### src/rtl/mfmscan_pkg.sv
// mfmscan_pkg: shared types, constants and crc helper of the mfm track sector scanner
// no dependencies
package mfmscan_pkg;

	localparam int MAX_SECTORS_DEF      = 32;
	localparam int TRACK_BYTES_MAX_DEF  = 8192;
	localparam int DATA_MARK_WINDOW_DEF = 43;

	localparam int POS_W     = 14;
	localparam int TLEN_W    = 14;
	localparam int FIFO_DEPTH = 4;

	localparam logic [7:0]  MARK_A1   = 8'hA1;
	localparam logic [7:0]  MARK_ID   = 8'hFE;
	localparam logic [7:0]  MARK_DEL  = 8'hF8;
	localparam logic [7:0]  MARK_DATA = 8'hFB;
	localparam logic [15:0] CRC_SEED  = 16'hCDB4;
	localparam logic [15:0] CRC_POLY  = 16'h1021;
	localparam int          GAP_BYTES = 8;
	localparam logic [10:0] BASE_LEN  = 11'd128;
	localparam logic [13:0] TLEN_RESET = 14'd6250;
	localparam logic [2:0]  REG_TRACK_LENGTH = 3'd0;

	typedef enum logic [1:0] {
		PH_HUNT,
		PH_HEADER,
		PH_WINDOW,
		PH_DATA
	} phase_t;

	typedef struct packed {
		logic             rst;
		logic [7:0]       b;
		logic             mk;
		logic             pr;
		logic             prev_a1;
		logic             idmark;
		logic [POS_W-1:0] pos;
	} item_t;

	typedef struct packed {
		logic        over;
		logic        prot;
		logic [10:0] dlen;
		logic [12:0] dpos;
		logic        dok;
		logic        dat;
		logic        idok;
		logic [7:0]  size;
		logic [7:0]  sec;
		logic [7:0]  head;
		logic [7:0]  cyl;
		logic [4:0]  slot;
	} result_t;

	function automatic logic [15:0] crc_byte(input logic [15:0] c, input logic [7:0] b);
		logic [15:0] r;
		r = c ^ {b, 8'h00};
		for (int k = 0; k < 8; k++) begin
			r = r[15] ? ((r << 1) ^ CRC_POLY) : (r << 1);
		end
		return r;
	endfunction

endpackage

### src/rtl/mfm_track_sector_scanner_top.sv
// channel   | dir | payload
// s_axis    | in  | tdata: track_byte; tuser: track_start, mark_clock, protect_bit
// m_axis    | out | tdata: one sector result per transaction
// apb       | in  | track_length at address 0
// one byte per cycle while the queue is not full; a byte passes front, 4-entry queue and back in that order
// a sector result is registered and shown in the cycle after its closing byte is taken by the back end
// reset clears position, sector count, scan state and queue; track_length to 6250
// output stall holds the back end; the queue then fills and drops s_axis_tready
// mfm_track_sector_scanner_top: top level, config register and wiring
// depends on mfmscan_pkg, mfmscan_front, mfmscan_fifo, mfmscan_back
module mfm_track_sector_scanner_top #(
	parameter int MAX_SECTORS      = mfmscan_pkg::MAX_SECTORS_DEF,
	parameter int TRACK_BYTES_MAX  = mfmscan_pkg::TRACK_BYTES_MAX_DEF,
	parameter int DATA_MARK_WINDOW = mfmscan_pkg::DATA_MARK_WINDOW_DEF
) (
	input  logic        clk,
	input  logic        arst_n,
	input  logic        s_axis_tvalid,
	output logic        s_axis_tready,
	input  logic [7:0]  s_axis_tdata,   // [7:0] track_byte
	input  logic [2:0]  s_axis_tuser,   // [0] track_start, [1] mark_clock, [2] protect_bit
	output logic        m_axis_tvalid,
	input  logic        m_axis_tready,
	// [4:0] sector_slot, [12:5] cylinder_id, [20:13] head_id, [28:21] sector_id,
	// [36:29] size_code, [37] id_crc_good, [38] data_present, [39] data_crc_good,
	// [52:40] data_position, [63:53] data_length, [64] protected_data,
	// [65] too_many_sectors, [71:66] zero
	output logic [71:0] m_axis_tdata,
	input  logic        psel,
	input  logic        penable,
	input  logic        pwrite,
	input  logic [2:0]  paddr,
	input  logic [31:0] pwdata,
	output logic [31:0] prdata,
	output logic        pready
);
	import mfmscan_pkg::*;

	logic [TLEN_W-1:0] tlen_q;
	logic [POS_W:0]    len;
	logic              full, empty, pop, in_fire, out_valid;
	item_t             f_item, q_item;
	result_t           res;

	assign pready = 1'b1;
	assign prdata = (paddr[2] == REG_TRACK_LENGTH[2]) ? 32'(tlen_q) : 32'd0;

	always_ff @(posedge clk or negedge arst_n) begin
		if (!arst_n) begin
			tlen_q <= TLEN_RESET;
		end else if (psel && penable && pwrite && (paddr[2] == REG_TRACK_LENGTH[2])) begin
			tlen_q <= pwdata[TLEN_W-1:0];
		end
	end

	assign len = ((POS_W+1)'(tlen_q) > (POS_W+1)'(TRACK_BYTES_MAX)) ?
		(POS_W+1)'(TRACK_BYTES_MAX) : (POS_W+1)'(tlen_q);

	assign s_axis_tready = !full;
	assign in_fire       = s_axis_tvalid && !full;

	mfmscan_front #(
		.TRACK_BYTES_MAX(TRACK_BYTES_MAX)
	) u_front (
		.clk        (clk),
		.arst_n     (arst_n),
		.in_fire    (in_fire),
		.track_start(s_axis_tuser[0]),
		.track_byte (s_axis_tdata),
		.mark_clock (s_axis_tuser[1]),
		.protect_bit(s_axis_tuser[2]),
		.len        (len),
		.item       (f_item)
	);

	mfmscan_fifo u_fifo (
		.clk    (clk),
		.arst_n (arst_n),
		.push   (in_fire),
		.wr_item(f_item),
		.full   (full),
		.pop    (pop),
		.empty  (empty),
		.rd_item(q_item)
	);

	mfmscan_back #(
		.MAX_SECTORS     (MAX_SECTORS),
		.DATA_MARK_WINDOW(DATA_MARK_WINDOW)
	) u_back (
		.clk      (clk),
		.arst_n   (arst_n),
		.empty    (empty),
		.it       (q_item),
		.pop      (pop),
		.len      (len),
		.out_valid(out_valid),
		.out_ready(m_axis_tready),
		.res      (res)
	);

	assign m_axis_tvalid = out_valid;
	assign m_axis_tdata  = {6'd0, res.over, res.prot, res.dlen, res.dpos, res.dok,
		res.dat, res.idok, res.size, res.sec, res.head, res.cyl, res.slot};

endmodule

### src/rtl/mfmscan_front.sv
// mfmscan_front: takes raw track bytes, tracks position and flags id marks
// depends on mfmscan_pkg
module mfmscan_front #(
	parameter int TRACK_BYTES_MAX = mfmscan_pkg::TRACK_BYTES_MAX_DEF
) (
	input  logic                            clk,
	input  logic                            arst_n,
	input  logic                            in_fire,
	input  logic                            track_start,
	input  logic [7:0]                      track_byte,
	input  logic                            mark_clock,
	input  logic                            protect_bit,
	input  logic [mfmscan_pkg::POS_W:0]     len,
	output mfmscan_pkg::item_t              item
);
	import mfmscan_pkg::*;

	localparam logic [POS_W-1:0] POS_LAST = POS_W'(TRACK_BYTES_MAX - 1);

	logic [POS_W-1:0] pos_q;
	logic             prev_a1_q;
	logic [POS_W-1:0] p;
	logic             pa1;
	logic [POS_W+1:0] lim;

	always_comb begin
		p   = track_start ? '0 : pos_q;
		pa1 = track_start ? 1'b0 : prev_a1_q;
		lim = (POS_W+2)'(p) + (POS_W+2)'(GAP_BYTES - 1);
		item.rst     = track_start;
		item.b       = track_byte;
		item.mk      = mark_clock;
		item.pr      = protect_bit;
		item.prev_a1 = pa1;
		item.pos     = p;
		item.idmark  = pa1 && (track_byte == MARK_ID) && (p != '0) &&
			(lim < (POS_W+2)'(len));
	end

	always_ff @(posedge clk or negedge arst_n) begin
		if (!arst_n) begin
			pos_q     <= '0;
			prev_a1_q <= 1'b0;
		end else if (in_fire) begin
			pos_q     <= (p < POS_LAST) ? p + POS_W'(1) : p;
			prev_a1_q <= mark_clock && (track_byte == MARK_A1);
		end
	end

endmodule

### src/rtl/mfmscan_fifo.sv
// mfmscan_fifo: short queue of classified bytes between front and back
// depends on mfmscan_pkg
module mfmscan_fifo (
	input  logic               clk,
	input  logic               arst_n,
	input  logic               push,
	input  mfmscan_pkg::item_t wr_item,
	output logic               full,
	input  logic               pop,
	output logic               empty,
	output mfmscan_pkg::item_t rd_item
);
	import mfmscan_pkg::*;

	localparam int AW = $clog2(FIFO_DEPTH);

	item_t         mem [FIFO_DEPTH];
	logic [AW-1:0] wp_q;
	logic [AW-1:0] rp_q;
	logic [AW:0]   cnt_q;

	assign full    = (cnt_q == (AW+1)'(FIFO_DEPTH));
	assign empty   = (cnt_q == '0);
	assign rd_item = mem[rp_q];

	always_ff @(posedge clk) begin
		if (push) begin
			mem[wp_q] <= wr_item;
		end
	end

	always_ff @(posedge clk or negedge arst_n) begin
		if (!arst_n) begin
			wp_q  <= '0;
			rp_q  <= '0;
			cnt_q <= '0;
		end else begin
			if (push) begin
				wp_q <= wp_q + AW'(1);
			end
			if (pop) begin
				rp_q <= rp_q + AW'(1);
			end
			cnt_q <= cnt_q + (AW+1)'(push) - (AW+1)'(pop);
		end
	end

endmodule

### src/rtl/mfmscan_back.sv
// mfmscan_back: sector scan state machine, crc checks and result register
// depends on mfmscan_pkg
module mfmscan_back #(
	parameter int MAX_SECTORS      = mfmscan_pkg::MAX_SECTORS_DEF,
	parameter int DATA_MARK_WINDOW = mfmscan_pkg::DATA_MARK_WINDOW_DEF
) (
	input  logic                        clk,
	input  logic                        arst_n,
	input  logic                        empty,
	input  mfmscan_pkg::item_t          it,
	output logic                        pop,
	input  logic [mfmscan_pkg::POS_W:0] len,
	output logic                        out_valid,
	input  logic                        out_ready,
	output mfmscan_pkg::result_t        res
);
	import mfmscan_pkg::*;

	localparam int SF_W = $clog2(MAX_SECTORS + 1);
	localparam int WE_W = POS_W + 2;

	phase_t           ph_q, ph_eff, ph_d;
	logic [SF_W-1:0]  sf_q, sf_eff;
	logic [31:0]      hdr_q;
	logic [15:0]      crc_q;
	logic [7:0]       st_hi_q;
	logic [10:0]      fc_q;
	logic [WE_W-1:0]  we_q;
	logic             fl_idok_q, fl_data_q, fl_prot_q;
	logic [POS_W-1:0] ds_q;
	logic             out_valid_q;
	result_t          res_q;

	logic            hit, dam, dam_ok, stay, emit, go_data, start, hdr_done;
	logic            over, crc_match;
	logic [10:0]     dl;
	logic [WE_W-1:0] lenc, lenm;
	logic [6:0]      sf_ext;

	assign pop       = !empty && (!out_valid_q || out_ready);
	assign out_valid = out_valid_q;
	assign res       = res_q;

	always_comb begin
		ph_eff    = it.rst ? PH_HUNT : ph_q;
		sf_eff    = it.rst ? '0 : sf_q;
		hit       = (it.pos == '0) || (WE_W'(it.pos) - WE_W'(1) >= we_q);
		dam       = it.prev_a1 && !it.mk;
		dam_ok    = (it.b == MARK_DEL) || (it.b == MARK_DATA);
		stay      = (fc_q == '0) || (!hit && !dam);
		dl        = BASE_LEN << hdr_q[1:0];
		crc_match = ({st_hi_q, it.b} == crc_q);
		over      = (32'(sf_eff) >= 32'(MAX_SECTORS));
		sf_ext    = 7'(sf_eff);
		lenc      = WE_W'(it.pos) - WE_W'(1) + WE_W'(GAP_BYTES + DATA_MARK_WINDOW);
		lenm      = WE_W'(len) - WE_W'(GAP_BYTES);
		emit      = 1'b0;
		go_data   = 1'b0;
		hdr_done  = 1'b0;
		case (ph_eff)
			PH_HEADER: hdr_done = (fc_q >= 11'd5);
			PH_WINDOW: begin
				go_data = (fc_q != '0) && !hit && dam && dam_ok;
				emit    = ((fc_q != '0) && (hit || (dam && !dam_ok))) || (stay && it.idmark);
			end
			PH_DATA:   emit = (fc_q > dl);
			default:   emit = 1'b0;
		endcase
		start = it.idmark && ((ph_eff == PH_HUNT) || ((ph_eff == PH_WINDOW) && emit));
	end

	always_comb begin
		if (start) begin
			ph_d = PH_HEADER;
		end else if (emit) begin
			ph_d = PH_HUNT;
		end else if (go_data) begin
			ph_d = PH_DATA;
		end else if (hdr_done) begin
			ph_d = PH_WINDOW;
		end else begin
			ph_d = ph_eff;
		end
	end

	always_ff @(posedge clk or negedge arst_n) begin
		if (!arst_n) begin
			ph_q        <= PH_HUNT;
			sf_q        <= '0;
			out_valid_q <= 1'b0;
		end else begin
			if (pop) begin
				ph_q <= ph_d;
				sf_q <= sf_eff + SF_W'(emit && !over);
			end
			if (pop && emit) begin
				out_valid_q <= 1'b1;
			end else if (out_ready) begin
				out_valid_q <= 1'b0;
			end
		end
	end

	always_ff @(posedge clk or negedge arst_n) begin
		if (!arst_n) begin
			hdr_q     <= '0;
			crc_q     <= CRC_SEED;
			st_hi_q   <= '0;
			fc_q      <= '0;
			we_q      <= '0;
			fl_idok_q <= 1'b0;
			fl_data_q <= 1'b0;
			fl_prot_q <= 1'b0;
			ds_q      <= '0;
		end else if (pop) begin
			case (ph_eff)
				PH_HEADER: begin
					if (fc_q < 11'd4) begin
						crc_q <= crc_byte(crc_q, it.b);
						case (fc_q[1:0])
							2'd0:    hdr_q[31:24] <= it.b;
							2'd1:    hdr_q[23:16] <= it.b;
							2'd2:    hdr_q[15:8]  <= it.b;
							default: hdr_q[7:0]   <= it.b;
						endcase
					end else if (fc_q == 11'd4) begin
						st_hi_q <= it.b;
					end else if (crc_match) begin
						fl_idok_q <= 1'b1;
					end
					fc_q <= hdr_done ? '0 : fc_q + 11'd1;
				end
				PH_WINDOW: begin
					if (fc_q == '0) begin
						fc_q <= 11'd1;
					end else if (go_data) begin
						fl_data_q <= 1'b1;
						crc_q     <= crc_byte(CRC_SEED, it.b);
						fc_q      <= '0;
						ds_q      <= it.pos + POS_W'(1);
					end
				end
				PH_DATA: begin
					if (fc_q < dl) begin
						crc_q <= crc_byte(crc_q, it.b);
						if (it.pr) begin
							fl_prot_q <= 1'b1;
						end
					end else if (fc_q == dl) begin
						st_hi_q <= it.b;
					end
					fc_q <= fc_q + 11'd1;
				end
				default: begin
				end
			endcase
			if (start) begin
				hdr_q     <= '0;
				crc_q     <= crc_byte(CRC_SEED, MARK_ID);
				st_hi_q   <= '0;
				fc_q      <= '0;
				fl_idok_q <= 1'b0;
				fl_data_q <= 1'b0;
				fl_prot_q <= 1'b0;
				we_q      <= (lenm < lenc) ? lenm : lenc;
			end
		end
	end

	always_ff @(posedge clk) begin
		if (pop && emit) begin
			res_q.slot <= over ? 5'd0 : sf_ext[4:0];
			res_q.cyl  <= hdr_q[31:24];
			res_q.head <= hdr_q[23:16];
			res_q.sec  <= hdr_q[15:8];
			res_q.size <= hdr_q[7:0];
			res_q.idok <= fl_idok_q;
			res_q.dat  <= fl_data_q;
			res_q.dok  <= fl_data_q && (ph_eff == PH_DATA) && crc_match;
			res_q.dpos <= fl_data_q ? 13'(ds_q) : 13'd0;
			res_q.dlen <= fl_data_q ? dl : 11'd0;
			res_q.prot <= fl_data_q && fl_prot_q;
			res_q.over <= over;
		end
	end

`ifndef SYNTHESIS
	a_sf_bound: assert property (@(posedge clk) disable iff (!arst_n)
		32'(sf_q) <= 32'(MAX_SECTORS))
		else $error("sector count above limit");
	a_data_flag: assert property (@(posedge clk) disable iff (!arst_n)
		(ph_q == PH_DATA) |-> fl_data_q)
		else $error("data phase without data mark");
	a_hdr_cnt: assert property (@(posedge clk) disable iff (!arst_n)
		(ph_q == PH_HEADER) |-> (fc_q <= 11'd5))
		else $error("header counter overrun");
	a_emit_out: assert property (@(posedge clk) disable iff (!arst_n)
		(pop && emit) |=> out_valid_q)
		else $error("result lost");
`endif

endmodule
### config.mk
export PLATFORM = sky130hd
export DESIGN_NAME = mfm_track_sector_scanner_top
export DESIGN_NICKNAME = d
export VERILOG_FILES = /design/src/rtl/mfmscan_pkg.sv /design/src/rtl/mfm_track_sector_scanner_top.sv /design/src/rtl/mfmscan_front.sv /design/src/rtl/mfmscan_fifo.sv /design/src/rtl/mfmscan_back.sv
export SDC_FILE = /design/constraint.sdc
export NUM_CORES = 1
export LEC_CHECK = 0
export BUFFER_PORTS_ARGS = -buffer_cell sky130_fd_sc_hd__buf_2
export CAP_MARGIN = 20
export CORE_UTILIZATION = 36
export DETAILED_ROUTE_END_ITERATION = 8
export PLACE_DENSITY = 0.59
export SYNTH_ARGS = -nofsm -noshare
export SYNTH_HDL_FRONTEND = slang
export SYNTH_SLANG_ARGS = --single-unit
export TNS_END_PERCENT = 100
### constraint.sdc
create_clock -name clk -period 10.8 [get_ports clk]
set_input_delay 0.54 -clock clk [delete_from_list [all_inputs] [get_ports clk]]
set_output_delay 0.54 -clock clk [all_outputs]
set_load 0.05 [all_outputs]
Word-level counts from Yosys, hierarchy flattened
Memories as Yosys holds them, arrays and structs flattened.
Cells that the tools add are included.
{"block": "word_totals", "register_bits": 210, "ramBits": 108, "out_inout_bits": 107, "word_cells": 248, "memories": 1}
{"memory": "u_fifo.mem", "depth": 4, "width": 27, "read_ports": 1, "rd_ports_with_merged_regs": 0, "write_ports": 1, "line_no": "mfmscan_fifo.sv:17", "text": "item_t mem [FIFO_DEPTH];"}
{"block": "op_classes", "n_addsub": 12, "order_cmp": 10, "n_eq_ne": 26, "shift": 1, "muxes": 72, "bitwise_logic": 20, "n_reduce_logical": 73}
{"cell": "$mux 13", "count": 16}
{"cell": "$mux 16", "count": 6}
{"cell": "$mux 32", "count": 3}
{"cell": "$mux 8", "count": 9}
{"cell": "$mux 14", "count": 4}
{"cell": "$not 3->3", "count": 16}
{"cell": "$pmux 16 s3", "count": 1}
{"cell": "$mux 11", "count": 4}
{"cell": "$pmux 11 s3", "count": 1}
{"cell": "$eq 8x8->1 const B", "count": 4}
{"cell": "$reduce_and 4->1", "count": 7}
{"cell": "$logic_and 1x1->1", "count": 24}
{"cell": "$reduce_bool 2->1", "count": 12}
{"cell": "$mux 1", "count": 20}
{"cell": "$add 16x6->16 const B", "count": 1}
{"cell": "$eq 16x16->1", "count": 1}
{"cell": "$ge 16x16->1", "count": 1}
{"cell": "$lt 16x14->1", "count": 1}
{"cell": "$lt 16x16->1", "count": 1}
{"cell": "$pmux 8 s2", "count": 1}
{"cell": "$xor 16x16->16", "count": 1}
{"cell": "$add 14x3->15 const B", "count": 1}
{"cell": "$ne 3x1->1 const B", "count": 5}
{"cell": "$sub 14x1->15 const B", "count": 1}
{"cell": "44 further kinds", "count": 73}

Logic depth before layout (Yosys ltp)
Gate-level depths: netlist of the first run.
An unclocked memory read counts as a cell.
{"block": "depth", "ltp_word": 22, "ltp_mapped": 26, "mapped_depth_nobuf": 23}

By module
From an unflattened synthesis of the first run, not the netlist that was laid out.
{"block": "hier_totals", "cells_unflattened": 1426, "hier_area_um2": 16667.2}
{"mod": "mfmscan_back", "n_inst": 1, "cells_each": 956, "area_per_inst_um2": 9746.8, "seq_area_each_um2": 4485.6}
{"mod": "mfmscan_fifo", "n_inst": 1, "cells_each": 175, "area_per_inst_um2": 4294.1, "seq_area_each_um2": 3418.3}
{"mod": "mfmscan_front", "n_inst": 1, "cells_each": 206, "area_per_inst_um2": 1647.8, "seq_area_each_um2": 375.4}
{"mod": "mfm_track_sector_scanner_top", "n_inst": 1, "cells_each": 89, "area_per_inst_um2": 978.4, "seq_area_each_um2": 357.8}

Least setup slack after synthesis of the first run
No wires, ideal clock.
{"block": "synth_path", "path_kind": "register -> register", "startpoint": "register u_fifo.rp_q[0]", "endpoint": "register u_back.res_q, in the netlist u_back.res[0] (enable)", "setup_ps": 476, "t_arrival_ps": 6446, "t_required_ps": 10324, "path_slack_ps": 3878, "stages_incl_launch_ff": 17, "n_path_buf": 2, "path_cell_list": "dfrtp_1 -> buf_6 -> mux4_2 -> buf_2 -> nor4_4 -> nand3_1 -> or4_1 -> xor2_1 -> inv_1 -> ha_1 -> nand2_1 -> o21ai_0 -> a211oi_1 -> o31ai_1 -> o21bai_1 -> and2_1 -> nor2_1"}
{"block": "synth_between", "elab_chain_cells": 11}
{"item": "from (decl)", "line_no": "mfmscan_fifo.sv:19", "text": "logic [AW-1:0] rp_q;"}
{"item": "from (signal assigned)", "line_no": "mfmscan_fifo.sv:42", "text": "rp_q <= rp_q + AW'(1);"}
{"item": "$mem_v2 4x27 *"}
{"item": "$sub 14x1->15", "line_no": "mfmscan_back.sv:47", "text": "hit = (it.pos == '0) || (WE_W'(it.pos) - WE_W'(1) >= we_q);"}
{"item": "$ge 16x16->1", "line_no": "mfmscan_back.sv:47"}
{"item": "$logic_or 1x1->1", "line_no": "mfmscan_back.sv:47"}
{"item": "$logic_not 1->1", "line_no": "mfmscan_back.sv:50", "text": "stay = (fc_q == '0) || (!hit && !dam);"}
{"item": "$logic_and 1x1->1", "line_no": "mfmscan_back.sv:50"}
{"item": "$logic_or 1x1->1", "line_no": "mfmscan_back.sv:50"}
{"item": "$logic_and 1x1->1", "line_no": "mfmscan_back.sv:64", "text": "emit = ((fc_q != '0) && (hit || (dam && !dam_ok))) || (stay && it.idmark);"}
{"item": "$logic_or 1x1->1", "line_no": "mfmscan_back.sv:64"}
{"item": "$pmux 1 s2 *", "line_no": "mfmscan_back.sv:60", "text": "case (ph_eff)"}
{"item": "$logic_and 1x1->1 *", "line_no": "mfmscan_back.sv:171", "text": "if (pop && emit) begin"}
{"item": "to (decl)", "line_no": "mfmscan_back.sv:32", "text": "result_t res_q;"}
Every way passes the cells marked *; elsewhere a longest branch is shown, timed or not.
A chain may end at the register's enable or synchronous reset.

Worst setup path in the final report of the first run
{"block": "layout_path", "startpoint": "register u_fifo.rp_q[0]", "endpoint": "register u_back.we_q[13]"}
{"block": "layout_between", "elab_chain_cells": 14}
{"item": "$mem_v2 4x27 *"}
{"item": "parallel branches: the longest is 13 deep, another holds $add 16x6->16"}
{"item": "to (signal assigned)", "line_no": "mfmscan_back.sv:165", "text": "we_q <= (lenm < lenc) ? lenm : lenc;"}
{"item": "to (decl)", "line_no": "mfmscan_back.sv:28", "text": "logic [WE_W-1:0] we_q;"}
Every way passes the cells marked *.

==> results.toml, run 1 <==
[run_status]
status = "completed"

[power]
p_per_area_nw_per_um2 = 300
power_frac_comb = 0.458
p_int_mw = 3.16
power_switching_mw = 2.24
p_leak_nw = 7.40
power.clock.fraction = 0.227
p_sw_frac = 0.415
seq_power_share = 0.315
ir_drop_mv = 0.120

[finish]
utilization = 0.416
multi_input_area_sq_um = 6640
area_growth_syn_to_layout_pct = 13.7
num-fill-cells = 4110
antenna_cells = 0
drive_above_1_share = 0.166
fin_nets = 1582
register_area_sq_um = 8640

[placed_design]
hpwl_um = 25700
dp_slack_ns = 3.76
port_buffers = 107
gp_congestion = 0.885

[die]
fp.coreArea_sq_um = 43300
die_h_um = 212
start_util = 0.366
rows = 76
die_x_um = 212
dieArea_sq_um = 44800
ios = 160

[synthesis]
ys_types = 67
avgSynthCellArea_sq_um = 11.6
ys_top_cells_by_area = "edfxtp_1 (32%), dfrtp_1 (20%), ha_1 (5.3%), nand2_1 (4.3%), mux4_2 (3.7%)"
synth_edf_count = 167
ys_ff_latch = 311
ys_seq_area_frac = 0.545
yosysMostFrequentCell = "nand2_1"
synthCells = 1369
synth_common_cells = "nand2_1 (181), edfxtp_1 (167), dfrtp_1 (129)"
netlist_area_sq_um = 15800
synthFlopType = "edfxtp_1"
yosys_warnings = 0
yosys.area.top_type = "edfxtp_1"
synth_top_area_share = 0.317
synthArstFlopShare = 0.463

[grt]
grt_pass1_vias = 10500
grt_max_degree = 86
grt_pass1_wl_um = 58400
gr-total-overflow = 0
groute.usage.overall = 0.167
antenna_found_initial = 0

[cts]
cts_tree = "built"
clock-sinks = 311
ctsResizeCount = 0
clkTransAtPathRegs_ns = 0.06
clock_path_buffers = 3
htree_levels = 2
post-cts-setup-buffers = 0
hold_buffers = 0
worst_skew_pair.late_latency_ns = 0.53
cts-root-buf = "clkbuf_16"
cts_buffers = 36

[timing]
fmax_ghz = 0.142
period_needed_ns = 7.05
setup_violations = 0
final_hold_viol_count = 0
worst_slew_pin_slew_ns = 0.899
fin_crit_sh = 0.653
slew_headroom = 0.394
rsz0062_at_grt = "no"
tns_ns = 0
holdWs_ns = 0.0827
slew_viol_final = 0
fin_ws_ns = 3.75
finalClockSkew_ns = 0.0160

[route]
vias_per_cell = 5.07
via_count = 10500
drtAntennaViolNets = 0
drc = 0
routed_wl_um = 36800
drtPass1Iterations = 5
wl_per_cell_um = 17.7
dr.first_iter.drc_count = 824

[worst_setup_path]
critPathCaptureType = "flip-flop"
arrival_ns = 7.50
required_ns = 11.26
startpoint_type = "flip-flop"
critPathKind = "flip-flop to flip-flop"
worstPathMaxFanout = 31

[hold_path]
holdCritPathClass = "input port to async pin"

[flow_run]
drv_cap = 0
==> critical path, stage by stage (launching register included) <==
cell and delay [ns]:
dfrtp_1 0.91, buf_4 0.43, mux4_2 0.67, nor4_4 0.27, nand3_1 0.19, or4_1 0.56, xor2_1 0.44, inv_1 0.15
ha_1 0.35, nand2_1 0.06, o21ai_0 0.23, a211oi_1 0.08, o31ai_1 0.62, o21bai_1 0.28, a21oi_4 0.67, buf_4 0.47
or4b_1 0.46, nand3b_1 0.09
==> per-layer routing <==
metal  global-route usage  routed length (um)
met3               0.0257                1540
met2                0.287               17900
met5                    0                   0
met4               0.0420                 697
met1                0.219               16600
==> registers in the layout, summed over array words and instances (netlist names), 2 cells and up <==
register	cells
u_fifo.wp_q	2
tlen_q	14
u_back.st_hi_q	8
u_back.ds_q	13
u_back.crc_q	16
u_back.hdr_q	32
u_front.pos_q	14
u_back.we_q	16
u_back.sf_q	6
u_fifo.mem	108
u_fifo.rp_q	2
u_fifo.cnt_q	3
u_back.res	59
u_back.fc_q	11
u_back.ph_q	2
==> logic make-up after synthesis <==
kind of cell / Yosys count / synth area share
xor gates and xnor gates: 122 / 0.0675
adders and majority gates: 68 / 0.0542
buffers and inverters: 147 / 0.0448
AOI/OAI and AO/OA: 218 / 0.0904
DFF: 311 / 0.545
other: 2 / 0.000474
and+or+nand+nor: 449 / 0.142
muxes: 52 / 0.0548
==> power groups by stage <==
stage / logic (mW) / clock network (mW) / registers [mW]
floorplan: 1.82 / 0 / 1.78
global placement: 2.42 / 0 / 1.72
detailed placement: 2.47 / 0 / 1.73
CTS: 2.48 / 1.26 / 1.71
global route: 2.74 / 1.31 / 1.73
finish: 2.47 / 1.23 / 1.70
==> through the flow <==
stage                     total power [mW]  instance area, sq um  cells
after floorplan                       3.60                 15900   1399
after global placement                4.14                 16800   2007
after detailed placement              4.19                 16800   2007
after CTS                             5.44                 18000   2072
after global routing                  5.77                 18000   2073
final                                 5.40                 18000   2073
==> area by class of cell <==
cell class | count | share of cell area
Clock inverter | 17 | 0.0113
Multi-Input combinational cell | 941 | 0.369
Sequential cell | 311 | 0.480
Inverter | 56 | 0.0117
Clock buffer | 48 | 0.0548
Tap cell | 585 | 0.0406
Timing Repair Buffer | 115 | 0.0333
==> final timing paths <==
check | cells after the start | from | slack (ns) | to
setup / recovery | 17 | u_fifo.rp_q[0]$_DFFE_PN0P_ | 3.75 | u_back.we_q[13]$_DFFE_PN0P_
hold / removal | 1 | arst_n | 0.08 | u_back.hdr_q[14]$_DFFE_PN0P_
setup reg to reg | 17 | u_fifo.rp_q[0]$_DFFE_PN0P_ | 3.75 | u_back.we_q[13]$_DFFE_PN0P_
hold reg to reg | 0 | u_back.hdr_q[8]$_DFFE_PN0P_ | 0.45 | u_back.res[21]$_DFFE_PP_
max in group asynchronous | 2 | arst_n | 9.35 | u_back.we_q[0]$_DFFE_PN0P_
min in group clk | 1 | s_axis_tuser[2] | 0.24 | u_fifo.mem[3][16]$_DFFE_PP_
==> layout by cell type, fill, tap and decap left out, types with 16 or more instances in the layout <==
cell type  instances
nor2_1            55
nand4_1           21
nand2_1          181
ha_1              67
inv_1             56
nor3_1            21
dfrtp_1          129
o21ai_0           58
xor2_1            61
mux2_2            18
buf_2            106
clkbuf_16         37
a31oi_1           19
xnor2_1           61
and2_1            26
edfxtp_1         167
nor4_1            16
a21oi_1           24
a21o_1            20
nand3_1           31
mux4_2            26
conb_1            32
a22o_1            20
nor2b_1           37
o22ai_1           27
Note: power is estimated with default switching activity, not from simulation.
==> run 2, diff against run 1 <==
--- a/config.mk
+++ b/config.mk
@@ -9,7 +9,7 @@
 export CAP_MARGIN = 20
 export CORE_UTILIZATION = 36
 export DETAILED_ROUTE_END_ITERATION = 8
-export PLACE_DENSITY = 0.59
+export PLACE_DENSITY = 0.61
 export SYNTH_ARGS = -nofsm -noshare
 export SYNTH_HDL_FRONTEND = slang
 export SYNTH_SLANG_ARGS = --single-unit
==> constraint.sdc (replaced) <==
create_clock -name clk -period 6.3 [get_ports clk]
set_input_delay 0.315 -clock clk [delete_from_list [all_inputs] [get_ports clk]]
set_output_delay 0.315 -clock clk [all_outputs]
set_load 0.05 [all_outputs]
==> run 2 against run 1 <==
Compared with the run above: die area is the same; via count grew 0.95%; clock power rose by 62%; total power rose by 74%; global-route usage up 0.14 points; sequential cell count stayed put.
==> results.toml, run 2 (same netlist as run 1, synthesis figures left out) <==
[worst_setup_path]
rr_startpoint = "u_fifo.rp_q[0]$_DFFE_PN0P_"
critPathCaptureType = "flip-flop"
r2r_cells = 24
arrival_ns = 6.10
r2r_slack_ns = 0.68
worstPathMaxFanout = 9
setup.worst_path.start = "u_fifo.rp_q[0]$_DFFE_PN0P_"
critPathKind = "flip-flop to flip-flop"
crit_end = "u_back.we_q[6]$_DFFE_PN0P_"
startpoint_type = "flip-flop"
required_ns = 6.77
r2r-end = "u_back.we_q[6]$_DFFE_PN0P_"

[placed_design]
dp_slack_ns = 0.710
hpwl_um = 26400
gp_congestion = 0.884
port_buffers = 107

[finish]
area_growth_syn_to_layout_pct = 15.6
final_common_cell = "nand2_1"
antenna_cells = 0
num-fill-cells = 4104
top_register = "u_fifo.mem"
final_cell_mix = "nand2_1 (181), edfxtp_1 (167), dfrtp_1 (129)"
drive_above_1_share = 0.187
multi_input_area_sq_um = 6640
register_area_sq_um = 8640
fin_nets = 1620
largest_reg_flops = 108

[route]
drtPass1Iterations = 5
routed_wl_um = 36700
dr.first_iter.drc_count = 690
drc = 0
drtAntennaViolNets = 0
wl_per_cell_um = 17.4
via_count = 10600
vias_per_cell = 5.03

[die]
die_h_um = 212
fp.coreArea_sq_um = 43300
dieArea_sq_um = 44800
start_util = 0.366
ios = 160
rows = 76
die_x_um = 212

[power]
p_int_mw = 5.52
p_leak_nw = 7.58
power_switching_mw = 3.85
p_per_area_nw_per_um2 = 512
ir_drop_mv = 0.206
power.clock.fraction = 0.212
power_frac_comb = 0.479
seq_power_share = 0.309
p_sw_frac = 0.411

[cts]
clock-sinks = 311
clock_path_buffers = 3
worst_skew_pair.late_latency_ns = 0.53
cts_tree = "built"
post-cts-setup-buffers = 0
cts_buffers = 35
cts-root-buf = "clkbuf_16"
htree_levels = 2
clkTransAtPathRegs_ns = 0.06

[timing]
slew_headroom = 0.455
fin_crit_sh = 0.893
final_hold_viol_count = 0
rsz0062_at_grt = "no"
slew_viol_final = 0
worst_slew_pin_slew_ns = 0.815
finalClockSkew_ns = 0.0237
holdWs_ns = 0.0276
fmax_ghz = 0.178
setup_violations = 0
tns_ns = 0
period_needed_ns = 5.62
fin_ws_ns = 0.675

[grt]
grt_max_degree = 105
grt_pass1_wl_um = 58900
antenna_found_initial = 0
grt_pass1_vias = 10700
gr-total-overflow = 0
groute.usage.overall = 0.168

[run_status]
status = "completed"

[hold_path]
holdCritPathClass = "input port to flip-flop"
hp-start = "pwdata[4]"

[flow_run]
drv_cap = 0
run 2: worst min-delay path by stage:
stage / to / cells past startpoint
CTS: tlen_q[4]$_DFFE_PN0P_ / 2
global placement: u_back.res[13]$_DFFE_PP_ / 0
finish: tlen_q[4]$_DFFE_PN0P_ / 2
detailed placement: u_back.res[20]$_DFFE_PP_ / 0
global route: tlen_q[7]$_DFFE_PN0P_ / 2
floorplan: tlen_q[0]$_DFFE_PN0P_ / 0
run 2: layer usage:
metal / GRT usage / vias up / share of wire
met4: 0.0592 / 0 / 0.031
met2: 0.283 / 213 / 0.49
met5: 0 / - / 0
met1: 0.218 / 5201 / 0.45
li1: - / 5130 / -
met3: 0.0288 / 70 / 0.038
run 2: critical path, cell delays in order, from the launching register on:
cell and delay, ns:
dfrtp_1 0.59, buf_4 0.24, mux4_2 0.64, inv_1 0.15, ha_1 0.20, inv_1 0.11
nor3_1 0.19, buf_4 0.16, nand2_1 0.05, a31oi_1 0.28, o31ai_1 0.11, buf_4 0.18
nor3_4 0.16, nand3_1 0.13, and2_1 0.19, ha_1 0.30, nand4_1 0.09, or2_2 0.30
a221oi_1 0.32, a211oi_2 0.15, buf_4 0.21, nor2b_1 0.13, a2111oi_0 0.40, buf_4 0.19
a21o_1 0.07
run 2: power by group through the flow:
stage	sequential [mW]	combinational, mW	clock [mW]
2_1_floorplan	3.05	3.12	0
3_3_place_gp	2.92	4.41	0
3_5_place_dp	2.93	4.49	0
4_1_cts	2.90	4.52	2.04
5_1_grt	2.94	4.97	2.12
6_report	2.89	4.49	1.99
run 2: final cells by class:
| class | instances | share of cell area |
|---|---|---|
| clock buffers | 48 | 0.0550 |
| clock inverters | 16 | 0.00711 |
| inverters | 56 | 0.0115 |
| multi-input cells | 941 | 0.363 |
| flip-flops and latches | 311 | 0.472 |
| well taps | 585 | 0.0400 |
| repair buffers | 154 | 0.0521 |
run 2: timing repair:
| item | CTS | global route |
|---|---|---|
| setup endpoints to repair | 0 | 0 |
| endpoints found under the hold margin | 70 | 0 |
| hold buffers | 2 | 0 |
| gates resized for setup | 0 | 0 |
run 2: through the flow:
step	utilization	cells	power (mW)	area, sq um
after CTS	0.422	2109	9.45	18300
after floorplan	-	1399	6.16	15900
after global routing	0.423	2111	10.0	18300
after detailed placement	0.396	2043	7.43	17100
after global placement	0.396	2043	7.33	17100
final	0.423	2111	9.38	18300
